[src/ivc_pkg.sv]
// Shared types and constants for the irrigation valve controller.
// Used by ivc_step, irrigation_valve_controller, ivc_checker and the testbench; no other dependencies.
`timescale 1ns / 1ps

package ivc_pkg;

    localparam int DEFAULT_TIME_BITS = 32;

    localparam int IN_DATA_W  = 72;
    localparam int OUT_DATA_W = 24;
    localparam int CFG_IDX_W  = 3;
    localparam int CFG_DATA_W = 16;

    // configuration register indexes
    localparam logic [CFG_IDX_W-1:0] REG_MOISTURE_SETPOINT = 3'd0;
    localparam logic [CFG_IDX_W-1:0] REG_FROST_LIMIT       = 3'd1;
    localparam logic [CFG_IDX_W-1:0] REG_DAILY_LIMIT       = 3'd2;
    localparam logic [CFG_IDX_W-1:0] REG_WATERING_SECONDS  = 3'd3;
    localparam logic [CFG_IDX_W-1:0] REG_HOLDOFF_SECONDS   = 3'd4;
    localparam logic [CFG_IDX_W-1:0] REG_MEASURE_INTERVAL  = 3'd5;
    localparam logic [CFG_IDX_W-1:0] REG_WATER_CHARGE      = 3'd6;

    // reset values of the configuration registers
    localparam logic [6:0]  RST_MOISTURE_SETPOINT = 7'd0;
    localparam logic [7:0]  RST_FROST_LIMIT       = 8'd10;
    localparam logic [7:0]  RST_DAILY_LIMIT       = 8'd15;
    localparam logic [15:0] RST_WATERING_SECONDS  = 16'd180;
    localparam logic [15:0] RST_HOLDOFF_SECONDS   = 16'd3600;
    localparam logic [15:0] RST_MEASURE_INTERVAL  = 16'd60;
    localparam logic [3:0]  RST_WATER_CHARGE      = 4'd3;

    localparam logic [6:0] THR_MIN          = 7'd45;
    localparam logic [6:0] THR_MAX          = 7'd95;
    localparam logic [8:0] TALLY_MAX        = 9'd511;
    localparam logic [5:0] LAST_MINUTE_INIT = 6'd60;

    typedef struct packed {
        logic [3:0]  water_charge;
        logic [15:0] measure_interval;
        logic [15:0] holdoff_seconds;
        logic [15:0] watering_seconds;
        logic [7:0]  daily_limit;
        logic [7:0]  frost_limit;       // two's complement, whole deg C
        logic [6:0]  moisture_setpoint;
    } cfg_t;

    // last member sits in the lowest bits
    typedef struct packed {
        logic        arm_press;
        logic        bypass_press;
        logic [11:0] temperature_tenths;
        logic [9:0]  humidity_tenths;
        logic [5:0]  minute_of_hour;
        logic [4:0]  day_of_month;
        logic [31:0] now_seconds;
    } item_t;

    typedef struct packed {
        logic       threshold_invalid;
        logic [8:0] water_used_today;
        logic       limit_exceeded;
        logic       valve_shut;
        logic       valve_opened;
        logic       cold_warning;
        logic       hourly_log;
        logic       measured;
        logic       bypass_led;
        logic       armed_led;
        logic       valve_drive;
    } result_t;

    typedef struct packed {
        logic       armed;
        logic       bypass;
        logic       valve;
        logic       indicator;
        logic [8:0] water_used;
        logic [4:0] current_day;
        logic [5:0] last_minute;
    } ctl_state_t;

endpackage

[src/ivc_step.sv]
// One controller tick: next state and result from the current state, config and item.
// Depends on ivc_pkg.
`timescale 1ns / 1ps

module ivc_step
    import ivc_pkg::*;
#(
    parameter int TIME_BITS = DEFAULT_TIME_BITS
)
(
    input  cfg_t                 cfg,
    input  item_t                item,
    input  ctl_state_t           st,
    input  logic [TIME_BITS-1:0] shut_dl,
    input  logic [TIME_BITS-1:0] meas_dl,
    input  logic [TIME_BITS-1:0] act_dl,
    output ctl_state_t           st_next,
    output logic [TIME_BITS-1:0] shut_dl_next,
    output logic [TIME_BITS-1:0] meas_dl_next,
    output logic [TIME_BITS-1:0] act_dl_next,
    output result_t              res
);

    logic [TIME_BITS-1:0] now_t;
    logic signed [12:0]   temp_ext;
    logic signed [12:0]   tlow_ext;
    logic signed [12:0]   tlow10;
    logic [10:0]          thr10;
    logic                 thr_ok;
    logic                 meas_passed;
    logic                 act_passed;
    logic                 temp_ok;
    logic                 hum_ok;
    logic [9:0]           water_sum;

    assign now_t       = TIME_BITS'(item.now_seconds);
    assign temp_ext    = 13'($signed(item.temperature_tenths));
    assign tlow_ext    = 13'($signed(cfg.frost_limit));
    assign tlow10      = (tlow_ext <<< 3) + (tlow_ext <<< 1);
    assign thr10       = ({4'b0, cfg.moisture_setpoint} << 3)
                       + ({4'b0, cfg.moisture_setpoint} << 1);
    assign thr_ok      = (cfg.moisture_setpoint >= THR_MIN)
                      && (cfg.moisture_setpoint <= THR_MAX);
    assign meas_passed = (meas_dl == '0) || (meas_dl < now_t);
    assign act_passed  = (act_dl == '0) || (act_dl < now_t);
    assign temp_ok     = !(temp_ext < tlow10);
    assign hum_ok      = {1'b0, item.humidity_tenths} <= thr10;

    always_comb
    begin
        st_next      = st;
        shut_dl_next = shut_dl;
        meas_dl_next = meas_dl;
        act_dl_next  = act_dl;
        res          = '0;
        water_sum    = '0;

        // bypass button: press while open cancels, else toggles and opens when bypass turns on
        if (item.bypass_press)
        begin
            st_next.bypass    = st.valve ? 1'b0 : !st.bypass;
            st_next.indicator = st_next.bypass;
            if (st_next.bypass && !st.valve)
            begin
                st_next.valve = 1'b1;
                st_next.armed = 1'b1;
                shut_dl_next  = now_t + TIME_BITS'(cfg.watering_seconds);
            end
            if (!st_next.bypass && st.valve)
            begin
                shut_dl_next = now_t;
            end
        end
        if (item.arm_press)
        begin
            st_next.armed = !st_next.armed;
        end

        // new day clears the tally; unknown day just loads
        if ((st.current_day != '0) && (st.current_day != item.day_of_month))
        begin
            st_next.water_used = '0;
        end
        st_next.current_day = item.day_of_month;

        if (meas_passed)
        begin
            res.measured     = 1'b1;
            res.hourly_log   = st.last_minute > item.minute_of_hour;
            res.cold_warning = res.hourly_log && !temp_ok;
            if (st_next.armed && act_passed && temp_ok && thr_ok && hum_ok
                && (st_next.water_used < {1'b0, cfg.daily_limit}))
            begin
                act_dl_next       = now_t + TIME_BITS'(cfg.holdoff_seconds);
                shut_dl_next      = now_t + TIME_BITS'(cfg.watering_seconds);
                st_next.valve     = 1'b1;
                st_next.indicator = 1'b1;
                water_sum = {1'b0, st_next.water_used} + 10'(cfg.water_charge);
                st_next.water_used = water_sum[9] ? TALLY_MAX : water_sum[8:0];
                res.valve_opened = 1'b1;
            end
            meas_dl_next = now_t + TIME_BITS'(cfg.measure_interval);
        end

        if ((shut_dl_next != '0) && (shut_dl_next < now_t))
        begin
            shut_dl_next       = '0;
            st_next.indicator  = 1'b0;
            st_next.valve      = 1'b0;
            res.valve_shut     = 1'b1;
            res.limit_exceeded = st_next.water_used > {1'b0, cfg.daily_limit};
        end

        st_next.last_minute = item.minute_of_hour;

        res.valve_drive       = st_next.valve;
        res.armed_led         = st_next.armed;
        res.bypass_led        = st_next.indicator;
        res.water_used_today  = st_next.water_used;
        res.threshold_invalid = !thr_ok;
    end

endmodule

[src/irrigation_valve_controller.sv]
// Top level of the irrigation valve controller: stream ports, config registers, state.
// Depends on ivc_pkg and ivc_step.
`timescale 1ns / 1ps

// Usage:
//   One input beat on s_* is one controller tick (time, calendar, sensors, buttons).
//   Every tick produces exactly one result beat on m_* with the valve and
//   indicator levels, the event flags of that tick and the daily tally.
//   Configuration registers are written over cfg_* (cfg_ready is always high);
//   write them only while no tick is in flight.
//   After the input beat is taken, the tick passes through the input register
//   and then the result register before m_tvalid rises.
//   Throughput: one tick per cycle while m_tready is high; the whole tick is
//   evaluated in one pass of logic between the input register and the result
//   register, and the controller state updates in the same cycle.
//   When the receiver stalls, the finished result waits in the result
//   register while the next tick sits in the input register; s_tready drops
//   only once both are occupied and m_tready is low.
//   Reset: armed, valve closed, bypass off, all deadlines unset, tally zero,
//   day unknown, configuration at its default values.

module irrigation_valve_controller
    import ivc_pkg::*;
#(
    parameter int TIME_BITS = DEFAULT_TIME_BITS
)
(
    input  logic                  clk,
    input  logic                  rst_n,

    input  logic                  s_tvalid,
    output logic                  s_tready,
    // [31:0] now_seconds, [36:32] day_of_month, [42:37] minute_of_hour,
    // [52:43] humidity_tenths, [64:53] temperature_tenths, [65] bypass_press,
    // [66] arm_press, [71:67] zero
    input  logic [IN_DATA_W-1:0]  s_tdata,

    output logic                  m_tvalid,
    input  logic                  m_tready,
    // [0] valve_drive, [1] armed_led, [2] bypass_led, [3] measured, [4] hourly_log,
    // [5] cold_warning, [6] valve_opened, [7] valve_shut, [8] limit_exceeded,
    // [17:9] water_used_today, [18] threshold_invalid, [23:19] zero
    output logic [OUT_DATA_W-1:0] m_tdata,

    input  logic                  cfg_valid,
    output logic                  cfg_ready,
    input  logic [CFG_IDX_W-1:0]  cfg_index,
    input  logic [CFG_DATA_W-1:0] cfg_data
);

    cfg_t                 cfg_reg;
    item_t                in_item_reg;
    logic                 in_valid_reg;
    result_t              out_res_reg;
    logic                 out_valid_reg;
    ctl_state_t           st_reg;
    ctl_state_t           st_next;
    logic [TIME_BITS-1:0] shut_dl_reg;
    logic [TIME_BITS-1:0] shut_dl_next;
    logic [TIME_BITS-1:0] meas_dl_reg;
    logic [TIME_BITS-1:0] meas_dl_next;
    logic [TIME_BITS-1:0] act_dl_reg;
    logic [TIME_BITS-1:0] act_dl_next;
    result_t              res_next;
    logic                 advance;
    logic                 s_beat;

    assign advance   = in_valid_reg && (!out_valid_reg || m_tready);
    assign s_tready  = !in_valid_reg || advance;
    assign s_beat    = s_tvalid && s_tready;
    assign m_tvalid  = out_valid_reg;
    assign m_tdata   = {(OUT_DATA_W - $bits(result_t))'(0), out_res_reg};
    assign cfg_ready = 1'b1;

    // config writes
    always_ff @(posedge clk or negedge rst_n)
    begin
        if (!rst_n)
        begin
            cfg_reg.moisture_setpoint <= RST_MOISTURE_SETPOINT;
            cfg_reg.frost_limit       <= RST_FROST_LIMIT;
            cfg_reg.daily_limit       <= RST_DAILY_LIMIT;
            cfg_reg.watering_seconds  <= RST_WATERING_SECONDS;
            cfg_reg.holdoff_seconds   <= RST_HOLDOFF_SECONDS;
            cfg_reg.measure_interval  <= RST_MEASURE_INTERVAL;
            cfg_reg.water_charge      <= RST_WATER_CHARGE;
        end
        else if (cfg_valid && cfg_ready)
        begin
            case (cfg_index)
                REG_MOISTURE_SETPOINT: cfg_reg.moisture_setpoint <= cfg_data[6:0];
                REG_FROST_LIMIT:       cfg_reg.frost_limit       <= cfg_data[7:0];
                REG_DAILY_LIMIT:       cfg_reg.daily_limit       <= cfg_data[7:0];
                REG_WATERING_SECONDS:  cfg_reg.watering_seconds  <= cfg_data;
                REG_HOLDOFF_SECONDS:   cfg_reg.holdoff_seconds   <= cfg_data;
                REG_MEASURE_INTERVAL:  cfg_reg.measure_interval  <= cfg_data;
                REG_WATER_CHARGE:      cfg_reg.water_charge      <= cfg_data[3:0];
                default:               ;
            endcase
        end
    end

    // input register
    always_ff @(posedge clk or negedge rst_n)
    begin
        if (!rst_n)
        begin
            in_valid_reg <= 1'b0;
        end
        else if (s_tready)
        begin
            in_valid_reg <= s_tvalid;
        end
    end

    always_ff @(posedge clk)
    begin
        if (s_beat)
        begin
            in_item_reg <= item_t'(s_tdata[$bits(item_t)-1:0]);
        end
    end

    ivc_step #(
        .TIME_BITS (TIME_BITS)
    ) u_step (
        .cfg          (cfg_reg),
        .item         (in_item_reg),
        .st           (st_reg),
        .shut_dl      (shut_dl_reg),
        .meas_dl      (meas_dl_reg),
        .act_dl       (act_dl_reg),
        .st_next      (st_next),
        .shut_dl_next (shut_dl_next),
        .meas_dl_next (meas_dl_next),
        .act_dl_next  (act_dl_next),
        .res          (res_next)
    );

    // controller state, updated once per tick
    always_ff @(posedge clk or negedge rst_n)
    begin
        if (!rst_n)
        begin
            st_reg.armed       <= 1'b1;
            st_reg.bypass      <= 1'b0;
            st_reg.valve       <= 1'b0;
            st_reg.indicator   <= 1'b0;
            st_reg.water_used  <= '0;
            st_reg.current_day <= '0;
            st_reg.last_minute <= LAST_MINUTE_INIT;
            shut_dl_reg        <= '0;
            meas_dl_reg        <= '0;
            act_dl_reg         <= '0;
        end
        else if (advance)
        begin
            st_reg      <= st_next;
            shut_dl_reg <= shut_dl_next;
            meas_dl_reg <= meas_dl_next;
            act_dl_reg  <= act_dl_next;
        end
    end

    // result register
    always_ff @(posedge clk or negedge rst_n)
    begin
        if (!rst_n)
        begin
            out_valid_reg <= 1'b0;
        end
        else if (advance)
        begin
            out_valid_reg <= 1'b1;
        end
        else if (m_tready)
        begin
            out_valid_reg <= 1'b0;
        end
    end

    always_ff @(posedge clk)
    begin
        if (advance)
        begin
            out_res_reg <= res_next;
        end
    end

    // a shut beat always reports the valve closed
    assert property (@(posedge clk) disable iff (!rst_n)
        out_valid_reg && out_res_reg.valve_shut |-> !out_res_reg.valve_drive)
        else $error("valve reported open on shut beat");

    assert property (@(posedge clk) disable iff (!rst_n)
        out_valid_reg && out_res_reg.limit_exceeded |-> out_res_reg.valve_shut)
        else $error("limit flag without shut");

    assert property (@(posedge clk) disable iff (!rst_n)
        out_valid_reg && (out_res_reg.hourly_log || out_res_reg.valve_opened)
        |-> out_res_reg.measured)
        else $error("measurement event flag without measurement");

    assert property (@(posedge clk) disable iff (!rst_n)
        out_valid_reg && out_res_reg.cold_warning |-> out_res_reg.hourly_log)
        else $error("cold warning without hourly log");

    // state only moves when a tick is evaluated
    assert property (@(posedge clk) disable iff (!rst_n)
        !$past(advance) |-> $stable(st_reg) && $stable(shut_dl_reg))
        else $error("state changed without a tick");

endmodule

[config.mk]
export PLATFORM = sky130hd
export DESIGN_NAME = irrigation_valve_controller
export DESIGN_NICKNAME = d
export VERILOG_FILES = /design/src/ivc_pkg.sv /design/src/ivc_step.sv /design/src/irrigation_valve_controller.sv
export SDC_FILE = /design/constraint.sdc
export NUM_CORES = 1
export LEC_CHECK = 0
export BUFFER_PORTS_ARGS = -buffer_cell sky130_fd_sc_hd__buf_2
export CAP_MARGIN = 20
export CORE_MARGIN = 10
export CORE_UTILIZATION = 58
export DETAILED_ROUTE_END_ITERATION = 8
export GPL_ROUTABILITY_DRIVEN = 0
export PLACE_DENSITY_LB_ADDON = 0.1
export RECOVER_POWER = 100
export SLEW_MARGIN = 5
export SYNTH_ARGS = -nofsm -noshare
export SYNTH_HDL_FRONTEND = slang
export SYNTH_SLANG_ARGS = --single-unit
[constraint.sdc]
create_clock -name clk -period 7.03 [get_ports clk]
set_input_delay 2.109 -clock clk [delete_from_list [all_inputs] [get_ports clk]]
set_output_delay 2.109 -clock clk [all_outputs]
set_load 0.02 [all_outputs]
==> results of run 1 <==
==> metrics by stage <==
stage / power, uW / utilization [%] / hold slack, ns
2_1_floorplan: 4640 / - / 0.4376
6_report: 7297 / 65.32 / 0.4670
3_5_place_dp: 5535 / 62.02 / 0.4573
4_1_cts: 7276 / 65.58 / 0.4702
5_1_grt: 7800 / 65.32 / 0.4798
3_3_place_gp: 5395 / 61.98 / 0.4533
==> cell usage in the layout (no fill, tap or decap), types with 11 or more instances in the layout <==
| master | n |
|---|---|
| sky130_fd_sc_hd__ha_1 | 197 |
| sky130_fd_sc_hd__mux2_2 | 70 |
| sky130_fd_sc_hd__buf_4 | 13 |
| sky130_fd_sc_hd__nand2b_1 | 14 |
| sky130_fd_sc_hd__nor2b_1 | 13 |
| sky130_fd_sc_hd__o31ai_1 | 11 |
| sky130_fd_sc_hd__clkbuf_1 | 41 |
| sky130_fd_sc_hd__nand2_1 | 234 |
| sky130_fd_sc_hd__nor4_1 | 21 |
| sky130_fd_sc_hd__xor2_1 | 24 |
| sky130_fd_sc_hd__o21ai_0 | 157 |
| sky130_fd_sc_hd__nor2_1 | 102 |
| sky130_fd_sc_hd__o22a_1 | 24 |
| sky130_fd_sc_hd__o22ai_1 | 15 |
| sky130_fd_sc_hd__a21o_1 | 31 |
| sky130_fd_sc_hd__and2_1 | 12 |
| sky130_fd_sc_hd__nand4_1 | 25 |
| sky130_fd_sc_hd__nand3_1 | 29 |
| sky130_fd_sc_hd__dfstp_2 | 25 |
| sky130_fd_sc_hd__nor3_1 | 23 |
| sky130_fd_sc_hd__inv_1 | 92 |
| sky130_fd_sc_hd__clkbuf_16 | 34 |
| sky130_fd_sc_hd__a21oi_1 | 91 |
| sky130_fd_sc_hd__dfrtp_1 | 172 |
| sky130_fd_sc_hd__o21a_1 | 14 |
| sky130_fd_sc_hd__edfxtp_1 | 85 |
| sky130_fd_sc_hd__buf_2 | 84 |
| sky130_fd_sc_hd__xnor2_1 | 84 |
==> critical path: cells and delay by family, from the launching register on <==
kind                       cells  cell delay [ns]
DFF                            1             0.53
AOI/OAI and AO/OA             19             3.58
and+or+nand+nor                3             0.70
adders and majority gates      3             1.05
xor gates and xnor gates       1             0.15
buffers and inverters          3             0.46
==> how the worst max path moves through the flow <==
stage                           startpoint  cells after the start  slack, ns                     endpoint
finish              cfg_reg[8]$_DFFE_PN1P_                     29       0.37     m_tdata[8]$_SDFFCE_PN0P_
global route        cfg_reg[8]$_DFFE_PN1P_                     30     -0.008     m_tdata[8]$_SDFFCE_PN0P_
CTS                 cfg_reg[8]$_DFFE_PN1P_                     29       0.40  shut_dl_reg[15]$_DFFE_PN0P_
detailed placement  cfg_reg[8]$_DFFE_PN1P_                     29       0.48  shut_dl_reg[18]$_DFFE_PN0P_
global placement    cfg_reg[8]$_DFFE_PN1P_                     29       0.63  shut_dl_reg[10]$_DFFE_PN0P_
floorplan           cfg_reg[8]$_DFFE_PN1P_                     31       0.92         m_tdata[0]$_DFFE_PP_
==> timing repair <==
item / in CTS / in global routing
buffers inserted: 0 / 0
gates resized for setup: 0 / 2
endpoints found under the setup margin: 0 / 19
==> kinds of logic (layout without fill, tap and decap cells) <==
kind of cell    count (synthesis)  after routing  synth area share [%]
fa+ha+maj                     203            203                 14.36
other cells                     2              6               0.04173
flops                         282            282                 41.75
mux                            71             71                 4.436
xor+xnor                      109            109                 5.409
buf+inv                       162            289                 3.601
simple gates                  525            525                 13.75
compound gates                456            456                 16.65
==> power by group <==
part,leakage [uW],total (uW),switching (uW),internal (uW)
registers,0.00325,2490,343,2150
clock network,0.000533,1710,698,1020
logic,0.00505,3090,1820,1270
==> routing by layer <==
layer	vias to the layer above	wire length, um
met5	-	0
met4	0	973
met3	74	2707
met2	455	23030
met1	6888	21490
li1	6770	-
==> area by class of cell <==
cell class                 count  area (um^2)  share of cell area [%]
timing repair buffer         132        674.4                   3.375
tap                          396        495.5                   2.480
sequential                   282         7513                   37.60
clock buffer                  47        939.7                   4.703
clock inverter                15        147.6                  0.7389
inverter                      95        356.6                   1.785
multi-input combinational   1370         9853                   49.31
==> parameters.txt, run 1 <==
Parameter                              Value

GRT
  Routing layer with the top usage in global route ... met2
  Combined global-route utilization of all metal layers ... 24.63%
  Pin count of the biggest net entering global routing ... 119
  Antenna violations before repair ... 1
  Met3 usage in global routing ... 3.785%
  Routing usage on met2 ... 40.68%
  Met1 demand-to-capacity share in global routing ... 32.98%
  Total gr overflow ... 0
  Wire length of the first global-routing pass ... 77600 um
  Via count of the first global-routing pass ... 14.50k

Die
  Initial cell density of the core ... 58.83%
  Vertical extent of the die ... 196.1 um
  Number of cell rows ... 64
  Width of the die ... 196.1 um
  IO Count ... 123
  Placeable core region ... 30590 um^2
  Die footprint ... 38470 um^2

Cells and area
  Design Area, Final ... 19980 um^2
  Layout cells sized above 1 ... 14.58%
  Number of inserted diodes ... 0
  Area grow syn2layout ... 11.03%
  Max reg flops ... 75
  Final-layout fill cell count ... 2536
  Non-filler instance count after layout ... 2337
  Net count reported at finish ... 2214

Worst setup path
  Critical-path top delay cell ... sky130_fd_sc_hd__dfstp_2
  Maximum cell stage delay along the critical path ... 0.53 ns
  Setup crit end kind ... flip-flop
  CP max FO ... 11
  Logic depth of the worst register-to-register path ... 29
  CP startpoint kind ... flip-flop
  Worst reg2reg startpoint ... cfg_reg[8]$_DFFE_PN1P_
  Most frequent cell on the critical path ... sky130_fd_sc_hd__a21oi_1
  Worst r2r dst ... m_tdata[8]$_SDFFCE_PN0P_
  Required time reported for the critical path endpoint ... 7.39 ns
  Kind of critical path ... flip-flop to flip-flop
  Arrival time at the worst endpoint ... 7.01 ns
  Reg2reg setup slack ... 0.37 ns

Detailed routing
  Wire length after detailed routing ... 48190 um
  Iteration-0 DRC count of the detailed router ... 1005
  Post-detailed-route via-to-cell ratio ... 6.071
  Number of iterations in the first detailed-routing pass ... 5
  Average routed wire per standard cell ... 20.62 um
  Vias after detailed routing ... 14.19k
  Number of remaining DRC errors ... 0
  Antenna-violating nets left ... 0

STA
  Worst Tran Pin Value ... 4.984 ns
  Maximum clock frequency ... 150.2 MHz
  Final setup margin ... 0.3732 ns
  Post-route setup TNS ... 0 ns
  Remaining max-slew budget at the tightest pin ... -232.2%
  Number of failing hold endpoints at the final stage ... 0
  Largest clock skew in the final design ... 0.01131 ns
  Final critical delay including setup and external delays ... 6.657 ns
  Period utilization ... 94.69%
  Number of max-slew violations in the final report ... 281
  Setup-violating endpoint count in the final report ... 0

Clocking
  Number of hold buffers added after cts ... 0
  Clock latency of the later-clocked register in the worst-skew pair ... 0.52 ns
  Clk root buf ... sky130_fd_sc_hd__clkbuf_16
  Number of sinks on the clock net ... 282
  CTS Buf Count ... 34
  Clock edge transition at the registers on the reported setup and hold paths ... 0.06 ns
  H-tree levels ... 2
  Maximum clock insertion buffer count ... 3
  CTS tree ... built

Placed design
  Half-perimeter wire length after placement ... 35440 um
  Cell total after placement ... 2275
  Number of port buffers ... 110
  Post-placement worst setup slack ... 0.4787 ns
  Area after detailed placement ... 18970 um^2

Flow run
  Max-cap violation count ... 4

Worst hold path
  Worst hold path stage count ... 2
  End point of the worst hold path ... st_reg[23]$_DFFE_PN1P_
  Start point of the worst min-delay path ... st_reg[23]$_DFFE_PN1P_
  Class of the worst hold path ... flip-flop to flip-flop

Synthesis
  Ranking of synthesized cells by instance count ... 235 x sky130_fd_sc_hd__nand2_1, 197 x sky130_fd_sc_hd__ha_1, 172 x sky130_fd_sc_hd__dfrtp_1
  Synthesized instance count ... 1810
  Top flip-flop cell by instance count after synthesis ... sky130_fd_sc_hd__dfrtp_1
  Most frequent cell after synthesis ... sky130_fd_sc_hd__nand2_1
  Sequential-to-total area share from yosys stat ... 41.75%
  Post-synthesis sequential element count ... 282
  Count of warnings emitted by yosys ... 0
  Cell area after synthesis ... 18000 um^2
  Post-synthesis average cell area ... 9.943 um^2
  EDFF count, synth ... 85
  Most area-consuming cells after synthesis ... sky130_fd_sc_hd__dfrtp_1 24%, sky130_fd_sc_hd__edfxtp_1 14%, sky130_fd_sc_hd__ha_1 14%
  Number of distinct library cells after synthesis ... 94
  Share of Yosys cell area claimed by the top area cell type ... 23.92%
  Share of flip-flops with an asynchronous set or reset ... 69.86%
  Dominant cell type by area after synthesis ... sky130_fd_sc_hd__dfrtp_1

Power and ir drop
  Pwr dens ... 365.2 nW/um^2
  Total leakage power ... 0.008833 uW
  Max rail drop VDD ... 0.0002533 V

Run status
  Result of the run ... finished with violations
  Violated checks ... max-capacitance violations, max-slew violations
No activity file was read; power rests on OpenSTA's default activity.
==> run 2: changes to the inputs <==
--- a/config.mk
+++ b/config.mk
@@ -5,6 +5,7 @@
 export SDC_FILE = /design/constraint.sdc
 export NUM_CORES = 1
 export LEC_CHECK = 0
+export ABC_AREA = 1
 export BUFFER_PORTS_ARGS = -buffer_cell sky130_fd_sc_hd__buf_2
 export CAP_MARGIN = 20
 export CORE_MARGIN = 10
==> run 2 against run 1 <==
Compared with the run above:
- highest routed layer unchanged
- first-iteration DRC count down 6.3%
- die area grew 0.19%
- critical path type unchanged
- sequential power hardly changed
- the flow still finishes with violations (max-capacitance violations, max-slew violations)
- utilization decreased by 0.78 points
- non-clock buffer count shrank 8
==> parameters.txt, run 2 <==
Parameter                              Value

Clocking
  Buffers inserted by post-CTS timing repair ... 0
  CTS Buf Count ... 31
  Number of sinks on the clock net ... 282
  Maximum clock insertion buffer count ... 3
  Post-cts sizing count ... 0
  H-tree levels ... 1
  Clock edge transition at the registers on the reported setup and hold paths ... 0.06 ns
  Clk root buf ... sky130_fd_sc_hd__clkbuf_16
  Clock latency of the later-clocked register in the worst-skew pair ... 0.59 ns
  CTS tree ... built
  Number of hold buffers added after cts ... 0

Cells and area
  Final-layout fill cell count ... 2729
  Net count reported at finish ... 2577
  Area grow syn2layout ... 9.754%
  Number of inserted diodes ... 0
  Layout cells sized above 1 ... 8.120%
  Commonest non-fill, non-tap cell in the layout ... sky130_fd_sc_hd__nand2_1
  Max reg flops ... 75
  Most frequent cells in the layout ... 586 x sky130_fd_sc_hd__nand2_1, 247 x sky130_fd_sc_hd__inv_1, 201 x sky130_fd_sc_hd__o21ai_0, 197 x sky130_fd_sc_hd__ha_1, 172 x sky130_fd_sc_hd__dfrtp_1
  Core utilization of the finished layout ... 64.54%
  Area occupied by registers ... 7513 um^2
  Area of combinational cells with multiple inputs ... 9231 um^2

Die
  Vertical extent of the die ... 196.3 um
  Number of cell rows ... 64
  Placeable core region ... 30670 um^2
  IO Count ... 123
  Initial cell density of the core ... 58.80%
  Width of the die ... 196.3 um
  Die footprint ... 38550 um^2

Detailed routing
  Average routed wire per standard cell ... 17.34 um
  Post-detailed-route via-to-cell ratio ... 5.595
  Iteration-0 DRC count of the detailed router ... 942
  Vias after detailed routing ... 15.10k
  Number of remaining DRC errors ... 0
  Number of iterations in the first detailed-routing pass ... 6
  Antenna-violating nets left ... 0
  Wire length after detailed routing ... 46800 um

GRT
  Pin count of the biggest net entering global routing ... 167
  Total gr overflow ... 0
  Wire length of the first global-routing pass ... 76660 um
  Antenna violations before repair ... 0
  Via count of the first global-routing pass ... 15.30k
  Combined global-route utilization of all metal layers ... 24.03%

STA
  Largest clock skew in the final design ... 0.01206 ns
  RSZ-0062 raised after global routing ... false
  Post-route setup TNS ... 0 ns
  Remaining max-slew budget at the tightest pin ... -160.4%
  Period utilization ... 88.34%
  Number of failing hold endpoints at the final stage ... 0
  Final critical delay including setup and external delays ... 6.211 ns
  Setup-violating endpoint count in the final report ... 0
  Maximum clock frequency ... 161.0 MHz
  Number of max-slew violations in the final report ... 359
  Worst Tran Pin Value ... 3.906 ns

Worst setup path
  Critical-path top delay cell ... sky130_fd_sc_hd__dfstp_1
  Arrival time at the worst endpoint ... 6.55 ns
  Reg2reg setup slack ... 0.82 ns
  Maximum cell stage delay along the critical path ... 0.56 ns
  Required time reported for the critical path endpoint ... 7.37 ns
  CP max FO ... 36
  Kind of critical path ... flip-flop to flip-flop
  Setup crit end kind ... flip-flop
  Most frequent cell on the critical path ... sky130_fd_sc_hd__nand2_1
  CP startpoint kind ... flip-flop

Synthesis
  EDFF count, synth ... 85
  Ranking of synthesized cells by instance count ... 586 x sky130_fd_sc_hd__nand2_1, 246 x sky130_fd_sc_hd__inv_1, 200 x sky130_fd_sc_hd__o21ai_0
  Sequential-to-total area share from yosys stat ... 41.66%
  Post-synthesis sequential element count ... 282
  Most frequent cell after synthesis ... sky130_fd_sc_hd__nand2_1
  Number of distinct library cells after synthesis ... 59
  Share of flip-flops with an asynchronous set or reset ... 69.86%
  Synthesized instance count ... 2180
  Count of warnings emitted by yosys ... 0
  Post-synthesis average cell area ... 8.273 um^2
  Most area-consuming cells after synthesis ... sky130_fd_sc_hd__dfrtp_1 24%, sky130_fd_sc_hd__edfxtp_1 14%, sky130_fd_sc_hd__ha_1 14%
  Top flip-flop cell by instance count after synthesis ... sky130_fd_sc_hd__dfrtp_1
  Cell area after synthesis ... 18030 um^2
  Share of Yosys cell area claimed by the top area cell type ... 23.87%
  Dominant cell type by area after synthesis ... sky130_fd_sc_hd__dfrtp_1

Power and ir drop
  Max rail drop VDD ... 0.0002175 V
  Total leakage power ... 0.009989 uW
  Pwr dens ... 348.1 nW/um^2

Placed design
  Number of port buffers ... 110
  Half-perimeter wire length after placement ... 34500 um

Run status
  Violated checks ... max-capacitance violations, max-slew violations
  Result of the run ... finished with violations

Flow run
  Max-cap violation count ... 5

Worst hold path
  Class of the worst hold path ... flip-flop to flip-flop
-- run 2: power by group --
| group | internal, uW | total [uW] | leakage [uW] | switching, uW |
|---|---|---|---|---|
| logic | 1030 | 2800 | 0.00617 | 1770 |
| clock network | 954 | 1640 | 0.000516 | 683 |
| registers | 2140 | 2460 | 0.00331 | 322 |
-- run 2: stage by stage --
stage | std cells | hold slack [ns] | area, um^2 | power (uW) | worst slack, ns
6_report | 2699 | 0.4832 | 19790 | 6891 | 0.8194
5_1_grt | 2699 | 0.5043 | 19790 | 7447 | 0.2403
4_1_cts | 2696 | 0.4830 | 19910 | 6918 | 0.8421
3_5_place_dp | 2638 | 0.4661 | 18880 | 5252 | 0.8596
3_3_place_gp | 2638 | 0.4596 | 18880 | 5127 | 0.9814
2_1_floorplan | 2184 | 0.4417 | 18050 | 4527 | 2.147
-- run 2: kinds of logic after synthesis --
group / after synthesis / share of synthesized area (%)
flip-flops: 282 / 41.66
adder cells (fa/ha/maj): 203 / 14.33
AND/OR/NAND/NOR: 873 / 20.07
AO/OA/AOI/OAI: 425 / 12.79
XOR/XNOR: 83 / 4.072
buffers and inverters: 312 / 7.028
other: 2 / 0.04164
-- run 2: area by class of cell --
class | count | area share [%]
clock buffers | 47 | 4.728
clock inverters | 11 | 0.4930
inverters | 249 | 4.728
multi-input cells | 1590 | 46.64
flip-flops and latches | 282 | 37.96
well taps | 396 | 2.503
repair buffers | 124 | 2.952
-- run 2: routing by layer --
layer	vias up	track usage (%)	share of wire, %
met2	429	40.34	49
li1	7463	-	-
met5	-	0	0
met4	0	7.551	3.1
met3	95	3.666	5.3
met1	7114	31.36	43
-- run 2: final timing paths --
| check | from | to | depth (start not counted) |
|---|---|---|---|
| max | cfg_reg[8]$_DFFE_PN1P_ | m_tdata[0]$_DFFE_PP_ | 32 |
| min | shut_dl_reg[26]$_DFFE_PN0P_ | shut_dl_reg[26]$_DFFE_PN0P_ | 2 |
| max reg2reg | cfg_reg[8]$_DFFE_PN1P_ | m_tdata[0]$_DFFE_PP_ | 32 |
| min reg2reg | shut_dl_reg[26]$_DFFE_PN0P_ | shut_dl_reg[26]$_DFFE_PN0P_ | 2 |
| max in group asynchronous | rst_n | cfg_reg[70]$_DFFE_PN0P_ | 2 |
| min in group asynchronous | rst_n | cfg_reg[6]$_DFFE_PN0P_ | 1 |
-- run 2: worst max-delay path, delay by kind of cell, from the launching register on --
family                     cells  cell delay (ns)
AOI/OAI and AO/OA             11             2.13
and+or+nand+nor               12             1.44
adders and majority gates      3             0.92
buffers and inverters          5             0.73
DFF                            1             0.56
xor gates and xnor gates       1             0.15
==> run 3: changes to the inputs <==
--- a/config.mk
+++ b/config.mk
@@ -9,7 +9,7 @@
 export BUFFER_PORTS_ARGS = -buffer_cell sky130_fd_sc_hd__buf_2
 export CAP_MARGIN = 20
 export CORE_MARGIN = 10
-export CORE_UTILIZATION = 58
+export CORE_UTILIZATION = 59
 export DETAILED_ROUTE_END_ITERATION = 8
 export GPL_ROUTABILITY_DRIVEN = 0
 export PLACE_DENSITY_LB_ADDON = 0.1
==> run 3 against run 2 <==
Compared with the run above:
- the flow still finishes with violations (max-capacitance violations, max-slew violations)
- critical path depth shrank 23
- maximum frequency shrank 1.3%
- die area shrank 1.5%
- global-route usage grew 0.60 points
- setup slack lost 0.083 ns
- sequential share of layout area shrank 0.23 points
- via count grew 0.11%
- largest power group unchanged
- highest routed layer unchanged
==> parameters.txt, run 3 (synthesis gave the netlist of run 2 again) <==
Parameter                              Value

Worst setup path
  CP startpoint kind ... primary input
  CP max FO ... 63
  Critical-path top delay cell ... sky130_fd_sc_hd__clkbuf_1
  Logic depth of the worst register-to-register path ... 32
  Required time reported for the critical path endpoint ... 7.43 ns
  Worst r2r dst ... m_tdata[0]$_DFFE_PP_
  Reg2reg setup slack ... 0.77 ns
  Kind of critical path ... primary input to flip-flop
  Setup crit end kind ... flip-flop
  Worst reg2reg startpoint ... cfg_reg[8]$_DFFE_PN1P_
  Maximum cell stage delay along the critical path ... 2.01 ns
  Arrival time at the worst endpoint ... 6.69 ns
  Worst-path cell chain ... buf_2 -> inv_1 -> nand2_1 -> nand2_2 -> clkbuf_1 -> inv_1 -> clkbuf_4 -> nand2_1 -> o21ai_0

Cells and area
  Most frequent cells in the layout ... 585 x sky130_fd_sc_hd__nand2_1, 246 x sky130_fd_sc_hd__inv_1, 201 x sky130_fd_sc_hd__o21ai_0, 197 x sky130_fd_sc_hd__ha_1, 172 x sky130_fd_sc_hd__dfrtp_1
  Max reg flops ... 75
  Commonest non-fill, non-tap cell in the layout ... sky130_fd_sc_hd__nand2_1
  Area grow syn2layout ... 10.41%
  Final-layout fill cell count ... 2537
  Area of combinational cells with multiple inputs ... 9226 um^2
  Area occupied by registers ... 7513 um^2
  Layout cells sized above 1 ... 8.326%
  Number of inserted diodes ... 0
  Net count reported at finish ... 2579

Detailed routing
  Iteration-0 DRC count of the detailed router ... 1169
  Number of remaining DRC errors ... 0
  Average routed wire per standard cell ... 17.53 um
  Post-detailed-route via-to-cell ratio ... 5.608
  Vias after detailed routing ... 15.12k
  Antenna-violating nets left ... 0
  Wire length after detailed routing ... 47250 um
  Number of iterations in the first detailed-routing pass ... 5

Die
  Number of cell rows ... 63
  IO Count ... 123
  Die footprint ... 37960 um^2
  Placeable core region ... 29870 um^2
  Initial cell density of the core ... 60.37%
  Vertical extent of the die ... 194.8 um
  Width of the die ... 194.8 um

Run status
  Violated checks ... max-capacitance violations, max-slew violations
  Result of the run ... finished with violations

GRT
  Wire length of the first global-routing pass ... 78230 um
  Antenna violations before repair ... 0
  Pin count of the biggest net entering global routing ... 107
  Combined global-route utilization of all metal layers ... 24.63%
  Total gr overflow ... 0
  Via count of the first global-routing pass ... 15.09k

Clocking
  Post-cts sizing count ... 0
  Maximum clock insertion buffer count ... 3
  H-tree levels ... 2
  Number of sinks on the clock net ... 282
  Number of hold buffers added after cts ... 0
  Buffers inserted by post-CTS timing repair ... 0
  Clock latency of the later-clocked register in the worst-skew pair ... 0.53 ns
  Clock edge transition at the registers on the reported setup and hold paths ... 0.06 ns
  CTS tree ... built
  CTS Buf Count ... 34
  Clk root buf ... sky130_fd_sc_hd__clkbuf_16

Worst hold path
  Class of the worst hold path ... flip-flop to flip-flop
  Start point of the worst min-delay path ... shut_dl_reg[16]$_DFFE_PN0P_
  End point of the worst hold path ... shut_dl_reg[16]$_DFFE_PN0P_
  Worst hold path stage count ... 2

STA
  Number of max-slew violations in the final report ... 316
  Remaining max-slew budget at the tightest pin ... -160.1%
  Number of failing hold endpoints at the final stage ... 0
  Worst Tran Pin Value ... 3.901 ns
  Maximum clock frequency ... 158.9 MHz
  Period utilization ... 89.53%
  Final critical delay including setup and external delays ... 6.294 ns
  RSZ-0062 raised after global routing ... false
  Post-route setup TNS ... 0 ns
  Largest clock skew in the final design ... 0.02168 ns
  Setup-violating endpoint count in the final report ... 0

Placed design
  Half-perimeter wire length after placement ... 34400 um
  Number of port buffers ... 110

Power and ir drop
  Net switching power ... 2803 uW
  Portion of total power attributed to sequential cells ... 34.8%
  Max rail drop VDD ... 0.0002526 V
  Internal ... 4275 uW
  Post-layout total power ... 7078 uW
  Combinational cell fraction of total power ... 39.4%
  Pwr dens ... 355.5 nW/um^2
  Total leakage power ... 0.01005 uW
  Part of the power in the clock network ... 25.8%
  Switching share of total power ... 39.60%

Flow run
  Max-cap violation count ... 5
## run 3: cell type report
| class | instances | share of cell area (%) |
|---|---|---|
| clock buffers | 45 | 4.788 |
| clock inverters | 17 | 1.074 |
| inverters | 249 | 4.700 |
| multi-input cells | 1590 | 46.33 |
| flip-flops and latches | 282 | 37.73 |
| well taps | 390 | 2.451 |
| repair buffers | 123 | 2.922 |
## run 3: worst max path at each step
stage | slack [ns] | cells after the start | endpoint | startpoint
final | 0.74 | 9 | st_reg[15]$_DFFE_PN0P_ | m_tready
after detailed placement | 0.93 | 32 | m_tdata[0]$_DFFE_PP_ | cfg_reg[8]$_DFFE_PN1P_
after global placement | 1.04 | 32 | m_tdata[0]$_DFFE_PP_ | cfg_reg[8]$_DFFE_PN1P_
after floorplan | 2.15 | 33 | st_reg[21]$_DFFE_PN0P_ | cfg_reg[8]$_DFFE_PN1P_
after CTS | 0.89 | 32 | m_tdata[0]$_DFFE_PP_ | cfg_reg[8]$_DFFE_PN1P_
after global routing | 0.24 | 30 | m_tdata[0]$_DFFE_PP_ | cfg_reg[8]$_DFFE_PN1P_
## run 3: worst max-delay path, delay by kind of cell
kind / cells / cell delay, ns
simple gates: 3 / 0.30
buf+inv: 5 / 4.15
compound gates: 1 / 0.08
## run 3: power groups by stage
stage,clock network (uW),logic [uW],registers [uW]
final,1820,2790,2460
after global placement,0,2670,2460
after floorplan,0,2140,2390
after global routing,1930,3210,2510
after CTS,1850,2810,2450
after detailed placement,0,2780,2470
## run 3: routing by layer
metal | vias up | global-route usage (%) | part of all wire, %
li1 | 7464 | - | -
met1 | 7090 | 32.30 | 43
met2 | 459 | 41.11 | 48
met3 | 105 | 2.977 | 5.6
met4 | 0 | 8.735 | 3.4
met5 | - | 0 | 0
## run 3: through the flow
stage / util [%] / hold slack, ns / area [um^2] / instances / worst slack [ns]
finish: 66.65 / 0.4808 / 19910 / 2696 / 0.7363
CTS: 67.05 / 0.4782 / 20030 / 2695 / 0.8921
global placement: 63.14 / 0.4621 / 18860 / 2633 / 1.044
floorplan: - / 0.4417 / 18050 / 2184 / 2.147
global route: 66.65 / 0.5051 / 19910 / 2696 / 0.2409
detailed placement: 63.14 / 0.4624 / 18860 / 2633 / 0.9349
